--- src/hw/rtl/rgba_ob_pkg.sv ---
`default_nettype none

package rgba_ob_pkg;

  // Channel and numerator widths. A numerator is at most 255 times the output
  // alpha, so it fits in 16 bits and every quotient fits in 8 bits.
  localparam int ChW    = 8;
  localparam int NumW   = 2 * ChW;
  localparam int NumCh  = 3;
  localparam int DivBitsPerStage = 2;
  localparam int DivStages       = ChW / DivBitsPerStage;

  typedef logic [ChW-1:0]  chan_t;
  typedef logic [NumW-1:0] num_t;

  // Color lanes are indexed 2 = red, 1 = green, 0 = blue.
  typedef struct packed {
    chan_t [NumCh-1:0] src;
    chan_t [NumCh-1:0] dst;
    chan_t             src_a;
    chan_t             dst_w;
    chan_t             out_a;
  } wgt_t;

  typedef struct packed {
    num_t  [NumCh-1:0] rem;
    chan_t [NumCh-1:0] quot;
    chan_t             out_a;
  } div_data_t;

endpackage

`default_nettype wire

--- src/hw/rtl/rgba_ob_weight.sv ---
`default_nettype none

module rgba_ob_weight (
  input  wire logic               clk,
  input  wire logic               rst,
  input  wire logic [31:0]        src_color,
  input  wire logic [31:0]        dst_color,
  input  wire logic               up_valid,
  output logic                    up_ready,
  output rgba_ob_pkg::wgt_t       dn_data,
  output logic                    dn_valid,
  input  wire logic               dn_ready
);
  import rgba_ob_pkg::*;

  logic  valid;
  wgt_t  data;
  wgt_t  data_next;
  chan_t inv_a;
  num_t  wprod;

  // Destination weight is dst_alpha * (255 - src_alpha) scaled down by 256.
  always_comb begin
    inv_a = 8'hFF - src_color[7:0];
    wprod = num_t'(dst_color[7:0]) * num_t'(inv_a);
    data_next.src   = src_color[31:8];
    data_next.dst   = dst_color[31:8];
    data_next.src_a = src_color[7:0];
    data_next.dst_w = wprod[NumW-1:ChW];
    data_next.out_a = src_color[7:0] + wprod[NumW-1:ChW];
  end

  // Stage register with its valid bit; it takes a transaction when empty or
  // when the stage below is taking the current one.
  assign up_ready = !valid || dn_ready;

  always_ff @(posedge clk) begin
    if (rst) begin
      valid <= 1'b0;
    end else if (up_ready) begin
      valid <= up_valid;
    end
  end

  always_ff @(posedge clk) begin
    if (up_ready && up_valid) begin
      data <= data_next;
    end
  end

  assign dn_data  = data;
  assign dn_valid = valid;

endmodule

`default_nettype wire

--- src/hw/rtl/rgba_ob_numer.sv ---
`default_nettype none

module rgba_ob_numer (
  input  wire logic               clk,
  input  wire logic               rst,
  input  wire rgba_ob_pkg::wgt_t  up_data,
  input  wire logic               up_valid,
  output logic                    up_ready,
  output rgba_ob_pkg::div_data_t  dn_data,
  output logic                    dn_valid,
  input  wire logic               dn_ready
);
  import rgba_ob_pkg::*;

  logic      valid;
  div_data_t data;
  div_data_t data_next;

  // Alpha-weighted sum of source and destination for each color lane.
  always_comb begin
    for (int i = 0; i < NumCh; i++) begin
      data_next.rem[i]  = num_t'(up_data.src[i]) * num_t'(up_data.src_a)
                        + num_t'(up_data.dst[i]) * num_t'(up_data.dst_w);
      data_next.quot[i] = '0;
    end
    data_next.out_a = up_data.out_a;
  end

  assign up_ready = !valid || dn_ready;

  always_ff @(posedge clk) begin
    if (rst) begin
      valid <= 1'b0;
    end else if (up_ready) begin
      valid <= up_valid;
    end
  end

  always_ff @(posedge clk) begin
    if (up_ready && up_valid) begin
      data <= data_next;
    end
  end

  assign dn_data  = data;
  assign dn_valid = valid;

endmodule

`default_nettype wire

--- src/hw/rtl/rgba_ob_div_step.sv ---
`default_nettype none

// One stage of the restoring divider: resolves two quotient bits per lane,
// most significant first. STEP selects which pair of bits.
module rgba_ob_div_step #(
  parameter int STEP = 0
) (
  input  wire logic                    clk,
  input  wire logic                    rst,
  input  wire rgba_ob_pkg::div_data_t  up_data,
  input  wire logic                    up_valid,
  output logic                         up_ready,
  output rgba_ob_pkg::div_data_t       dn_data,
  output logic                         dn_valid,
  input  wire logic                    dn_ready
);
  import rgba_ob_pkg::*;

  localparam int Hi = ChW - 1 - DivBitsPerStage * STEP;
  localparam int Lo = Hi - 1;

  logic      valid;
  div_data_t data;
  div_data_t data_next;
  num_t      trial_hi;
  num_t      trial_lo;
  num_t      rem_mid;

  assign trial_hi = num_t'(up_data.out_a) << Hi;
  assign trial_lo = num_t'(up_data.out_a) << Lo;

  // Two compare-and-subtract steps per lane. The quotient never exceeds 255,
  // so no trial above bit 7 is needed.
  always_comb begin
    data_next = up_data;
    rem_mid   = '0;
    for (int i = 0; i < NumCh; i++) begin
      rem_mid = up_data.rem[i];
      if (up_data.rem[i] >= trial_hi) begin
        rem_mid                 = up_data.rem[i] - trial_hi;
        data_next.quot[i][Hi]   = 1'b1;
      end
      data_next.rem[i] = rem_mid;
      if (rem_mid >= trial_lo) begin
        data_next.rem[i]        = rem_mid - trial_lo;
        data_next.quot[i][Lo]   = 1'b1;
      end
    end
  end

  assign up_ready = !valid || dn_ready;

  always_ff @(posedge clk) begin
    if (rst) begin
      valid <= 1'b0;
    end else if (up_ready) begin
      valid <= up_valid;
    end
  end

  always_ff @(posedge clk) begin
    if (up_ready && up_valid) begin
      data <= data_next;
    end
  end

  assign dn_data  = data;
  assign dn_valid = valid;

  // After this stage each remainder lies below the divisor scaled to the
  // lowest bit resolved so far; a zero alpha carries zero numerators.
  a_rem_red: assert property (@(posedge clk) disable iff (rst)
    valid && (data.out_a != '0) |-> data.rem[2] < (num_t'(data.out_a) << Lo))
    else $error("red remainder out of range after divide step");
  a_rem_green: assert property (@(posedge clk) disable iff (rst)
    valid && (data.out_a != '0) |-> data.rem[1] < (num_t'(data.out_a) << Lo))
    else $error("green remainder out of range after divide step");
  a_rem_blue: assert property (@(posedge clk) disable iff (rst)
    valid && (data.out_a != '0) |-> data.rem[0] < (num_t'(data.out_a) << Lo))
    else $error("blue remainder out of range after divide step");
  a_zero_alpha: assert property (@(posedge clk) disable iff (rst)
    valid && (data.out_a == '0) |->
      (data.rem[2] == '0) && (data.rem[1] == '0) && (data.rem[0] == '0))
    else $error("nonzero numerator with zero output alpha");

endmodule

`default_nettype wire

--- src/hw/rtl/rgba_alpha_over_blend.sv ---
// Composites a non-premultiplied RGBA8888 source pixel over a destination
// pixel (red in bits 31:24, alpha in bits 7:0). One pixel pair is taken every
// clock cycle unless back-pressure from the output has filled the pipeline.
// Each result passes one pipeline register per stage: one stage forms the
// destination weight and output alpha, one forms the weighted channel sums,
// and four stages of a pipelined restoring divider each resolve two quotient
// bits for all three color channels. Throughput is set by that divider
// pipeline, which accepts a new division every cycle while not stalled. When
// the output alpha is zero the result is zero.
`default_nettype none

module rgba_alpha_over_blend (
  input  wire logic        clk,
  input  wire logic        rst,
  input  wire logic [31:0] src_color,
  input  wire logic [31:0] dst_color,
  input  wire logic        pix_valid,
  output logic             pix_ready,
  output logic [31:0]      blended_color,
  output logic             blend_valid,
  input  wire logic        blend_ready
);
  import rgba_ob_pkg::*;

  wgt_t      wgt_data;
  logic      wgt_valid;
  logic      wgt_ready;

  div_data_t stg_data  [DivStages+1];
  logic      stg_valid [DivStages+1];
  logic      stg_ready [DivStages+1];

  // Destination weight and output alpha.
  rgba_ob_weight u_weight (
    .clk       (clk),
    .rst       (rst),
    .src_color (src_color),
    .dst_color (dst_color),
    .up_valid  (pix_valid),
    .up_ready  (pix_ready),
    .dn_data   (wgt_data),
    .dn_valid  (wgt_valid),
    .dn_ready  (wgt_ready)
  );

  // Weighted channel sums.
  rgba_ob_numer u_numer (
    .clk      (clk),
    .rst      (rst),
    .up_data  (wgt_data),
    .up_valid (wgt_valid),
    .up_ready (wgt_ready),
    .dn_data  (stg_data[0]),
    .dn_valid (stg_valid[0]),
    .dn_ready (stg_ready[0])
  );

  // Divider pipeline, two quotient bits per stage.
  for (genvar s = 0; s < DivStages; s++) begin : g_div
    rgba_ob_div_step #(
      .STEP (s)
    ) u_step (
      .clk      (clk),
      .rst      (rst),
      .up_data  (stg_data[s]),
      .up_valid (stg_valid[s]),
      .up_ready (stg_ready[s]),
      .dn_data  (stg_data[s+1]),
      .dn_valid (stg_valid[s+1]),
      .dn_ready (stg_ready[s+1])
    );
  end

  // Pack the result; a zero output alpha gives an all-zero pixel.
  assign stg_ready[DivStages] = blend_ready;
  assign blend_valid          = stg_valid[DivStages];

  always_comb begin
    if (stg_data[DivStages].out_a == '0) begin
      blended_color = '0;
    end else begin
      blended_color = {stg_data[DivStages].quot[2], stg_data[DivStages].quot[1],
                       stg_data[DivStages].quot[0], stg_data[DivStages].out_a};
    end
  end

endmodule

`default_nettype wire

--- config.mk ---
export PLATFORM = sky130hd
export DESIGN_NAME = rgba_alpha_over_blend
export DESIGN_NICKNAME = d
export VERILOG_FILES = /design/src/hw/rtl/rgba_ob_pkg.sv /design/src/hw/rtl/rgba_ob_weight.sv /design/src/hw/rtl/rgba_ob_numer.sv /design/src/hw/rtl/rgba_ob_div_step.sv /design/src/hw/rtl/rgba_alpha_over_blend.sv
export SDC_FILE = /design/constraint.sdc
export NUM_CORES = 2
export LEC_CHECK = 0
export ABC_AREA = 1
export BUFFER_PORTS_ARGS = -buffer_cell sky130_fd_sc_hd__buf_2
export CAP_MARGIN = 20
export CORE_AREA = 2 2 289 291
export DETAILED_ROUTE_END_ITERATION = 6
export DIE_AREA = 0 0 291 293
export GPL_ROUTABILITY_DRIVEN = 0
export HOLD_SLACK_MARGIN = 0.15
export PLACE_DENSITY = 0.74
export SLEW_MARGIN = 0
export SYNTH_ARGS = -nofsm -noshare
export SYNTH_HDL_FRONTEND = slang
export SYNTH_SLANG_ARGS = --single-unit
--- constraint.sdc ---
create_clock -name clk -period 6 [get_ports clk]
set_clock_uncertainty 0.2 [all_clocks]
set_input_delay 1.2 -clock clk [delete_from_list [all_inputs] [get_ports clk]]
set_output_delay 1.2 -clock clk [all_outputs]
set_load 0.05 [all_outputs]
==> results.toml <==
[outcome]
outcome = "complete, no violations"

[route]
dr_total_vias = 31590
drc = 0
dr.pass1.iters = 6
top_layer = "met4"
wl_met2_um = 43050
wl_met1_um = 37970
avgViaCountPerCell = 5.054
drt-total-wl_um = 88090
ant_nets = 0
drt_iter0_markers = 2099
dr_wl_met3_um = 4384
routedWlPerCell_um = 14.09

[critical_path]
slowest_stage = "fa_1"
end_kind = "flip-flop"
path_delay_family = "adder cells"
critPathKind = "primary input to flip-flop"
cpPeakStageDelay_ps = 520
cp_data_required_time_ps = 6150
cp_max_fo = 5
crit_buf_inv = 5
startpoint_type = "primary input"
critPathArrivalTime_ps = 5840

[global_routing]
grt_pass1_vias = 31310
grt_pass1_wl_um = 148800
antenna_found_initial = 0
grt_usage_pct = 21.10
overflow = 0
grt_max_degree = 71

[die]
core_sq_um = 81850
die_w_um = 291
core.rowCount = 105
die_y_um = 293
io_pins = 102
initial_core_util_pct = 49.68
die-area_sq_um = 85260

[sta]
slew_violations = 0
fmax_ghz = 0.1757
fin_ws_ps = 307.5
slew_headroom_pct = 37.90
fin_crit_sh_pct = 94.87
setup_violations = 0
tns_ps = 0
period_needed_ps = 5692
hold_violations = 0
tightest_slew_ps = 931.5

[synth]
syn_nets = 5844
ys.flop_type = "edfxtp_1"
ys_warn_count = 0
synth-seq-area-share_pct = 27.18
ys_ff_latch = 370
synth_area_leaders = "edfxtp_1, fa_1, ha_1"
synth_edf_count = 364
synth_common_cells = "nand2_1, inv_1, ha_1"
yosysUniqueCellTypes = 58
synthCells = 5010
async_reset_ff_share_pct = 0
yosysMostFrequentCell = "nand2_1"
synthesis.area_sq_um = 40660
syn_area_per_cell_sq_um = 8.117
yosysTopAreaCell = "edfxtp_1"
synth_top_area_share_pct = 26.88

[clocking]
cts_buffer_depth = 3
cts-buffers-inserted = 45
worstSkewPairLatency_ps = 590
h-tree-depth = 2
cts_root_buffer = "clkbuf_16"
cts_tree = "yes"
postCtsHoldBufs = 0
clkTransAtPathRegs_ps = 60
cts_sinks = 370

[finish]
area_growth_pct = 9.665
layout.nets = 5980
drive_above_1_share_pct = 8.338
fillers = 7360
diodes = 0

[placement]
io_buffers = 101
dp_slack_ps = -278.5
hpwl_um = 71680

[hold_path]
hold_class = "flip-flop to flip-flop"

[flow_run]
drv_cap = 0
==> registers in the layout, indices dropped and copies added (netlist names) <==
name	count
g_div.u_step.dn_valid	4
u_numer.dn_data	56
u_weight.dn_valid	1
u_weight.dn_data	72
u_numer.dn_valid	1
g_div.u_step.dn_data	236
==> worst reg2reg max path: cells and delay by family (launching register included) <==
kind                       cells  cell delay (ps)
adders and majority gates      7             3310
AOI/OAI and AO/OA              4              570
buffers and inverters          6              450
DFF                            1              420
and+or+nand+nor                4              350
xor gates and xnor gates       1              130
==> layer usage <==
layer / vias to the layer above / global-route usage (%)
met5: - / 0
met4: 0 / 6.647
met3: 148 / 2.300
met2: 755 / 37.59
met1: 14740 / 26.91
li1: 15950 / -
==> worst paths after layout <==
path | from | to | slack (ps) | cells past startpoint
setup / recovery | dst_color[3] | u_weight.dn_data[7] | 310 | 25
hold / removal | g_div[2].u_step.dn_data[28] | g_div[3].u_step.dn_data[28] | 210 | 0
setup reg to reg | u_weight.dn_data[20] | u_numer.dn_data[46] | 320 | 22
hold reg to reg | g_div[2].u_step.dn_data[28] | g_div[3].u_step.dn_data[28] | 210 | 0
==> kinds of logic (layout without fill, tap and decap cells) <==
kind of cell | Yosys count | after routing | synth area share (%)
AOI/OAI and AO/OA | 437 | 437 | 5.972
xor gates and xnor gates | 191 | 191 | 4.114
adders and majority gates | 766 | 766 | 29.94
buffers and inverters | 1245 | 1416 | 11.80
DFF | 370 | 370 | 27.18
muxes | 3 | 3 | 0.08307
and+or+nand+nor | 1998 | 1998 | 20.91
==> per-stage QoR <==
| step | std cells | utilization (%) | cell area (sq um) | hold WS, ps |
|---|---|---|---|---|
| floorplan | 5010 | - | 40700 | 200.3 |
| global placement | 6162 | 52.40 | 42890 | 203.1 |
| detailed placement | 6162 | 52.40 | 42890 | 204.5 |
| CTS | 6244 | 54.35 | 44480 | 211.1 |
| global route | 6251 | 54.48 | 44590 | 224.5 |
| finish | 6251 | 54.48 | 44590 | 210.7 |
==> cells in the final DEF, fill, tap and decap left out, drive strengths merged, types with 37 or more instances in the layout <==
cell type | netlist | layout
ha | 421 | 421
nand2 | 1277 | 1277
nand3 | 219 | 219
edfxtp | 364 | 364
o21ai | 149 | 149
xor2 | 114 | 114
xnor2 | 77 | 77
nand4 | 89 | 89
nor2 | 336 | 336
inv | 1122 | 1126
buf | 23 | 212
clkbuf | 100 | 58
a21oi | 225 | 225
fa | 345 | 345
nor3 | 37 | 37
==> timing repair <==
item | CTS | global route
hold endpoints to repair | 0 | 0
resized for setup | 0 | 5
setup endpoints to repair | 0 | 11
buffers inserted | 0 | 7
==> cell type report <==
| type | count | area, sq um | area share [%] |
|---|---|---|---|
| clock buffer | 58 | 1205 | 2.702 |
| clock inverter | 24 | 389.1 | 0.8726 |
| inverter | 1122 | 4219 | 9.461 |
| multi-input combinational | 3395 | 24890 | 55.81 |
| sequential | 370 | 11050 | 24.78 |
| tap | 1070 | 1339 | 3.002 |
| timing repair buffer | 212 | 1501 | 3.367 |
Power is left out: the tool's default activity adds up to more than one toggle a clock period on the data nets, which glitch-free logic cannot reach.
